File: src/hdl/htmlesc_pkg.sv
// Shared types, escape strings and the short-word table for the HTML escape filter.
// No dependencies; imported by every module of the block.
package htmlesc_pkg;

	// Longest short word, and the cells needed to see it plus the space before it
	localparam int WORD_COUNT = 20;
	localparam int WORD_MAX   = 5;
	localparam int CHAIN_LEN  = WORD_MAX + 1;

	localparam logic [7:0] CHAR_SPACE = 8'h20;
	localparam logic [7:0] CHAR_QUOT  = 8'h22;
	localparam logic [7:0] CHAR_AMP   = 8'h26;
	localparam logic [7:0] CHAR_LT    = 8'h3c;
	localparam logic [7:0] CHAR_GT    = 8'h3e;

	typedef enum logic [2:0] {
		KIND_PLAIN,
		KIND_QUOT,
		KIND_AMP,
		KIND_GT,
		KIND_LT,
		KIND_NBSP
	} kind_t;

	typedef struct packed {
		logic       is_space;
		logic       is_letter;
		logic [7:0] low;
	} attr_t;

	typedef struct packed {
		kind_t      kind;
		logic [7:0] data;
	} item_t;

	// Words stored left-aligned, first letter in the top byte
	localparam logic [2:0] WORD_LEN [WORD_COUNT] = '{
		3'd1, 3'd1, 3'd1, 3'd1, 3'd1, 3'd1, 3'd1, 3'd1,
		3'd2, 3'd2, 3'd2, 3'd2, 3'd2, 3'd2, 3'd2,
		3'd5, 3'd3, 3'd3, 3'd3, 3'd4
	};

	localparam logic [WORD_MAX*8-1:0] WORD_TXT [WORD_COUNT] = '{
		{"v", 32'h0}, {"k", 32'h0}, {"s", 32'h0}, {"a", 32'h0},
		{"u", 32'h0}, {"i", 32'h0}, {"o", 32'h0}, {"z", 32'h0},
		{"na", 24'h0}, {"ve", 24'h0}, {"do", 24'h0}, {"za", 24'h0},
		{"se", 24'h0}, {"po", 24'h0}, {"ke", 24'h0},
		"zpoza", {"pro", 16'h0}, {"nad", 16'h0}, {"pod", 16'h0}, {"pred", 8'h0}
	};

	function automatic logic [7:0] word_char(input int w, input int k);
		return WORD_TXT[w][8*(WORD_MAX-1-k) +: 8];
	endfunction

	function automatic logic [2:0] esc_len(input kind_t kind);
		case (kind)
			KIND_PLAIN: return 3'd1;
			KIND_QUOT:  return 3'd6;
			KIND_AMP:   return 3'd5;
			KIND_GT:    return 3'd4;
			KIND_LT:    return 3'd4;
			KIND_NBSP:  return 3'd6;
			default:    return 3'd1;
		endcase
	endfunction

	// Character idx of an escape sequence, strings left-aligned in 48 bits
	function automatic logic [7:0] esc_char(input kind_t kind, input logic [2:0] idx);
		logic [47:0] s;
		case (kind)
			KIND_QUOT: s = "&quot;";
			KIND_AMP:  s = {"&amp;", 8'h0};
			KIND_GT:   s = {"&gt;", 16'h0};
			KIND_LT:   s = {"&lt;", 16'h0};
			KIND_NBSP: s = "&nbsp;";
			default:   s = 48'h0;
		endcase
		return s[8*(5-int'(idx)) +: 8];
	endfunction

endpackage

File: src/hdl/htmlesc_cell.sv
// One history cell: holds a past byte, shifts it on to the next cell on each accepted word,
// and exposes its space/letter class. Depends on htmlesc_pkg.
module htmlesc_cell
	import htmlesc_pkg::*;
(
	input  logic       clk,
	input  logic       arst_n,
	input  logic       advance,
	input  logic [7:0] d,
	output logic [7:0] q,
	output attr_t      attr
);

	logic [7:0] byte_q;

	always_ff @(posedge clk or negedge arst_n) begin
		if (!arst_n) begin
			byte_q <= 8'h00;
		end else if (advance) begin
			byte_q <= d;
		end
	end

	always_comb begin
		attr.is_space  = (byte_q == CHAR_SPACE);
		attr.is_letter = 1'b0;
		attr.low       = byte_q;
		if (byte_q inside {[8'h41:8'h5a]}) begin
			attr.is_letter = 1'b1;
			attr.low       = byte_q + 8'd32;
		end else if (byte_q inside {[8'h61:8'h7a]}) begin
			attr.is_letter = 1'b1;
		end
	end

	assign q = byte_q;

endmodule

File: src/hdl/htmlesc_class.sv
// Classifies the incoming byte: escape kind, or non-breaking space when the cell chain
// holds a short word preceded by a space. Depends on htmlesc_pkg.
module htmlesc_class
	import htmlesc_pkg::*;
(
	input  logic [7:0] in_byte,
	input  attr_t      attr [CHAIN_LEN],
	output item_t      item
);

	logic nbsp_hit;

	// Cell 0 holds the previous byte, i.e. the last letter of a word
	always_comb begin : match_l
		logic ok;
		nbsp_hit = 1'b0;
		for (int w = 0; w < WORD_COUNT; w++) begin
			ok = attr[WORD_LEN[w]].is_space;
			for (int d = 0; d < WORD_MAX; d++) begin
				if (d < int'(WORD_LEN[w])) begin
					ok = ok && attr[d].is_letter &&
						(attr[d].low == word_char(w, int'(WORD_LEN[w]) - 1 - d));
				end
			end
			nbsp_hit = nbsp_hit | ok;
		end
	end

	always_comb begin
		item.data = in_byte;
		case (in_byte)
			CHAR_QUOT: item.kind = KIND_QUOT;
			CHAR_AMP:  item.kind = KIND_AMP;
			CHAR_GT:   item.kind = KIND_GT;
			CHAR_LT:   item.kind = KIND_LT;
			CHAR_SPACE: item.kind = nbsp_hit ? KIND_NBSP : KIND_PLAIN;
			default:   item.kind = KIND_PLAIN;
		endcase
	end

endmodule

File: src/hdl/htmlesc_emit.sv
// Two-entry output side: an input holding stage and an output stage that expands an
// escape into its character run. Depends on htmlesc_pkg.
module htmlesc_emit
	import htmlesc_pkg::*;
(
	input  logic       clk,
	input  logic       arst_n,
	input  logic       in_fire,
	input  item_t      item,
	output logic       hold,
	output logic       out_valid,
	input  logic       out_stall,
	output logic [7:0] out_byte,
	output logic       last
);

	logic       valid_s1;
	item_t      item_s1;
	logic       out_valid_q;
	item_t      item_q;
	logic [2:0] idx_q;
	logic       out_fire;
	logic       out_done;
	logic       out_free;
	logic       move_s1;

	assign last     = (idx_q == esc_len(item_q.kind) - 3'd1);
	assign out_fire = out_valid_q && !out_stall;
	assign out_done = out_fire && last;
	assign out_free = !out_valid_q || out_done;
	assign move_s1  = valid_s1 && out_free;
	assign hold     = valid_s1 && !out_free;

	always_ff @(posedge clk or negedge arst_n) begin
		if (!arst_n) begin
			valid_s1    <= 1'b0;
			out_valid_q <= 1'b0;
			idx_q       <= 3'd0;
		end else begin
			if (in_fire) begin
				valid_s1 <= 1'b1;
			end else if (move_s1) begin
				valid_s1 <= 1'b0;
			end
			if (move_s1) begin
				out_valid_q <= 1'b1;
				idx_q       <= 3'd0;
			end else if (out_done) begin
				out_valid_q <= 1'b0;
			end else if (out_fire) begin
				idx_q <= idx_q + 3'd1;
			end
		end
	end

	always_ff @(posedge clk) begin
		if (in_fire) begin
			item_s1 <= item;
		end
		if (move_s1) begin
			item_q <= item_s1;
		end
	end

	assign out_valid = out_valid_q;
	assign out_byte  = (item_q.kind == KIND_PLAIN) ? item_q.data : esc_char(item_q.kind, idx_q);

`ifndef ASSERT_OFF
	a_idx_in_run: assert property (@(posedge clk) disable iff (!arst_n)
		out_valid_q |-> (idx_q < esc_len(item_q.kind)))
		else $error("escape index beyond run length");
	a_plain_single: assert property (@(posedge clk) disable iff (!arst_n)
		(out_valid_q && item_q.kind == KIND_PLAIN) |-> last)
		else $error("plain word not marked last");
	a_load_starts_run: assert property (@(posedge clk) disable iff (!arst_n)
		move_s1 |=> (out_valid_q && idx_q == 3'd0))
		else $error("new run did not start at index zero");
	a_no_drop: assert property (@(posedge clk) disable iff (!arst_n)
		(valid_s1 && !move_s1) |=> valid_s1)
		else $error("held word lost");
`endif

endmodule

File: src/hdl/html_escape_nbsp_filter_core.sv
// Top level of the HTML escape filter: history cell chain, classifier and output expander.
// Depends on htmlesc_pkg, htmlesc_cell, htmlesc_class and htmlesc_emit.
//
// Takes one text byte per word and returns its escaped form: quote, ampersand, < and > turn
// into their entities, and a space after a short word that itself follows a space turns into
// &nbsp;. Plain bytes go through at one word per cycle while out_stall is low, held in
// the holding stage and then the output stage; an escape is sent as its run of 4 to 6
// characters, during which input is still taken into the one-word holding stage.
// The output run length is what sets the throughput. Only the last six bytes can affect a
// match, so history is kept as a chain of six byte cells, cleared to zero at reset.
module html_escape_nbsp_filter_core
	import htmlesc_pkg::*;
(
	input  logic       clk,
	input  logic       arst_n,
	input  logic       in_valid,
	output logic       in_stall,
	input  logic [7:0] in_byte,
	output logic       out_valid,
	input  logic       out_stall,
	output logic [7:0] out_byte,
	output logic       last
);

	logic [7:0] hist [CHAIN_LEN];
	attr_t      attr [CHAIN_LEN];
	item_t      item;
	logic       in_fire;
	logic       hold;

	assign in_fire  = in_valid && !hold;
	assign in_stall = hold;

	for (genvar i = 0; i < CHAIN_LEN; i++) begin : g_cell
		if (i == 0) begin : g_head
			htmlesc_cell u_cell (
				.clk     (clk),
				.arst_n  (arst_n),
				.advance (in_fire),
				.d       (in_byte),
				.q       (hist[i]),
				.attr    (attr[i])
			);
		end else begin : g_body
			htmlesc_cell u_cell (
				.clk     (clk),
				.arst_n  (arst_n),
				.advance (in_fire),
				.d       (hist[i-1]),
				.q       (hist[i]),
				.attr    (attr[i])
			);
		end
	end

	htmlesc_class u_class (
		.in_byte (in_byte),
		.attr    (attr),
		.item    (item)
	);

	htmlesc_emit u_emit (
		.clk       (clk),
		.arst_n    (arst_n),
		.in_fire   (in_fire),
		.item      (item),
		.hold      (hold),
		.out_valid (out_valid),
		.out_stall (out_stall),
		.out_byte  (out_byte),
		.last      (last)
	);

endmodule
File: config.mk
export PLATFORM = sky130hd
export DESIGN_NAME = html_escape_nbsp_filter_core
export DESIGN_NICKNAME = d
export VERILOG_FILES = /design/src/hdl/htmlesc_pkg.sv /design/src/hdl/htmlesc_cell.sv /design/src/hdl/htmlesc_class.sv /design/src/hdl/htmlesc_emit.sv /design/src/hdl/html_escape_nbsp_filter_core.sv
export SDC_FILE = /design/constraint.sdc
export NUM_CORES = 1
export LEC_CHECK = 0
export ABC_AREA = 1
export ABC_CLOCK_PERIOD_IN_PS = 3900
export BUFFER_PORTS_ARGS = -buffer_cell sky130_fd_sc_hd__buf_2
export CORE_MARGIN = 3
export CORE_UTILIZATION = 38
export DETAILED_ROUTE_END_ITERATION = 7
export PLACE_DENSITY = 0.55
export SLEW_MARGIN = 20
export SYNTH_ARGS = -nofsm -noshare
export SYNTH_HDL_FRONTEND = slang
export SYNTH_SLANG_ARGS = --single-unit
File: constraint.sdc
create_clock -name clk -period 3.9 [get_ports clk]
set_clock_uncertainty 0.1 [all_clocks]
set_input_delay 0.975 -clock clk [delete_from_list [all_inputs] [get_ports clk]]
set_output_delay 0.975 -clock clk [all_outputs]
set_load 0.03 [all_outputs]
==> results_dict.tcl <==
set metrics [dict create \
    status "completed" \
    cp.arrival_ps 2320 \
    worstHoldStart "u_emit.item_s1[3]" \
    worst_slew_pin_slew_ps 873 \
    vias 4186 \
    grt_pass1_vias 3754 \
    ys.flop_type "dfrtp_1" \
    maxSlewViolCount 0 \
    fin_ws_ps 504 \
    cts_num_sinks 75 \
    cts_root_buf "clkbuf_16" \
    die-area_um2 14300 \
    busiest_layer "met2" \
    core_area_um2 12300 \
    cp.depth 6 \
    ant_nets 0 \
    diodes 0 \
    gp_congestion 0.889 \
    grtUsageMet3_pct 3.68 \
    grt-ovfl-total 0 \
    synthArstFlopShare_pct 70.7 \
    leakagePower_nw 2.43 \
    p_int_mw 2.29 \
    holdCritPathClass "reg2reg" \
    met2_usage_pct 24.5 \
    fin_crit_ps 3400 \
    instances_no_fill 837 \
    min_delay_path_depth 0 \
    p_comb_share_pct 49.4 \
    postCtsHoldBufs 0 \
    rows 40 \
    syn_area_per_cell_um2 7.60 \
    clock_latency_ps 350 \
    cp_max_fo 10 \
    yosysWarnings 0 \
    cts_tree "yes" \
    synth_cell_types 43 \
    grt_usage_pct 15.9 \
    crit_start "u_emit.idx_q[1]" \
    cts_resized 0 \
    path_delay_family "flip-flops" \
    area_growth_pct 10.2 \
    yosysSeqAreaShare_pct 40.5 \
    vias_per_cell 5.00 \
    cts_buffers 9 \
    chipWidth_um 120 \
    synthCells 645 \
    slowest_stage "dfrtp_1" \
    finalSetupViolCount 0 \
    drtPass1Iterations 6 \
    power_frac_seq_pct 32.8 \
    netlist_area_um2 4900 \
    dp_hpwl_mm 8.23 \
    final_cell_mix "171 x nand2_1, 67 x inv_1, 66 x nor2_1, 53 x dfrtp_1, 38 x nand3_1" \
    switching_share_pct 49.3 \
    portBuffers 22 \
    nets 688 \
    io_pins 23 \
    grt_max_degree 84 \
    drive_gt1_share_pct 18.8 \
    fin_crit_sh_pct 87.1 \
    crit_required_ps 2820 \
    max_stage_delay_ps 510 \
    cp-start-kind "flop" \
    max_freq_ghz 0.294 \
    p_total_mw 4.52 \
    worstPathCellList "ha_1 > clkinv_1 > nor2_1 > nand3_1 > a32o_1 > buf_2" \
    path_buf_inv 2 \
    die_y_um 120 \
    rsz0062_at_grt "no" \
    utilization_pct 43.9 \
    r2r-start "u_emit.idx_q[0]" \
    placed_cells 821 \
    ys_seq_elements 75 \
    fin_tns_setup_ps 0 \
    postCtsSetupBuffers 0 \
    relSlewSlack_pct 41.8 \
    p_switching_mw 2.23 \
    end_kind "output pin" \
    routedWlPerCell_um 13.3 \
    start_util_pct 39.8 \
    peakVddDrop_uv 317 \
    grt_pass1_wl_mm 18.5 \
    maxCapViolCount 0 \
    synth_edf_count 22 \
    antenna_found_initial 0 \
    clkPwrFrac_pct 17.8 \
    worstSetupPathType "reg2out" \
    drt-total-wl_mm 11.1 \
    final_common_cell "nand2_1" \
    drc 0 \
    htreeDepth 3 \
    place_ws_ps 897 \
    synth_nets 669 \
    clk_path_buf_depth 2 \
    hold_violations 0 \
    use_met1_pct 22.0 \
    drt_iter0_drc 209 \
    p_per_area_nw_per_um2 836 \
    fillers 1298 \
    clk_pin_slew_ps 70 \
    worstRegToRegCells 13 \
    reg2reg_setup_slack_ps 1370 \
]
[synth_stat cells (5+ instances only)]
library cell	number	area share, %
nor2_1	66	5.1
nor3_1	16	1.6
ha_1	12	3.1
o21ai_0	27	2.8
dfrtp_1	53	27
o21ai_2	33	5.9
nand2_2	25	3.2
o21ai_1	12	1.2
buf_6	8	1.8
nand2_1	171	13
nand4_1	11	1.4
a21oi_1	11	1.1
nand3_1	38	3.9
edfxtp_1	22	13
inv_2	12	0.92
nor2_2	5	0.64
inv_1	67	5.1
nand3b_1	6	0.92
[per-layer routing]
metal,vias up,routed length (um),part of all wire [%]
met5,-,0,0
met4,0,184,1.7
li1,2167,-,-
met3,12,510,4.6
met2,90,4940,45
met1,1917,5460,49
[power by group through the flow]
stage | registers (mW) | logic (mW) | clock network, mW
final | 1.48 | 2.23 | 0.804
after global routing | 1.53 | 2.52 | 0.865
after CTS | 1.48 | 2.25 | 0.830
after detailed placement | 1.50 | 2.24 | 0
after global placement | 1.48 | 2.23 | 0
after floorplan | 1.35 | 1.89 | 0
[sequential cells by signal (all words and copies together), names as in the netlist]
signal / cells
g_cell.g_body.u_cell.q: 40
u_emit.valid_s1: 1
u_emit.item_s1: 11
u_emit.out_valid: 1
g_cell.g_head.u_cell.q: 8
u_emit.idx_q: 3
u_emit.item_q: 11
[logic make-up after synthesis]
| family | count (synthesis) | synth area share (%) |
|---|---|---|
| simple gates | 350 | 31.9 |
| fa+ha+maj | 12 | 3.06 |
| buf+inv | 99 | 9.26 |
| compound gates | 107 | 14.9 |
| flops | 75 | 40.5 |
| xor+xnor | 2 | 0.357 |
[worst paths after layout]
check | to
max | out_byte[5]
min reg2reg | u_emit.item_q[3]
min in group asynchronous | g_cell[3].g_body.u_cell.q[7]
max in group asynchronous | g_cell[2].g_body.u_cell.q[0]
max reg2reg | u_emit.item_s1[5]
min | u_emit.item_q[3]
[through the flow]
stage / hold slack, ps / area [um^2]
floorplan: 300 / 4900
global placement: 301 / 5120
detailed placement: 305 / 5120
CTS: 317 / 5400
global route: 324 / 5400
finish: 315 / 5400
[cell type report]
type	count	area, um^2	area share, %
multi-input combinational	471	2470	45.6
tap	168	210	3.89
clock buffer	9	225	4.17
timing repair buffer	25	145	2.69
clock inverter	7	58.8	1.09
inverter	82	310	5.74
sequential	75	1990	36.8
(Power assumes the default switching activity.)
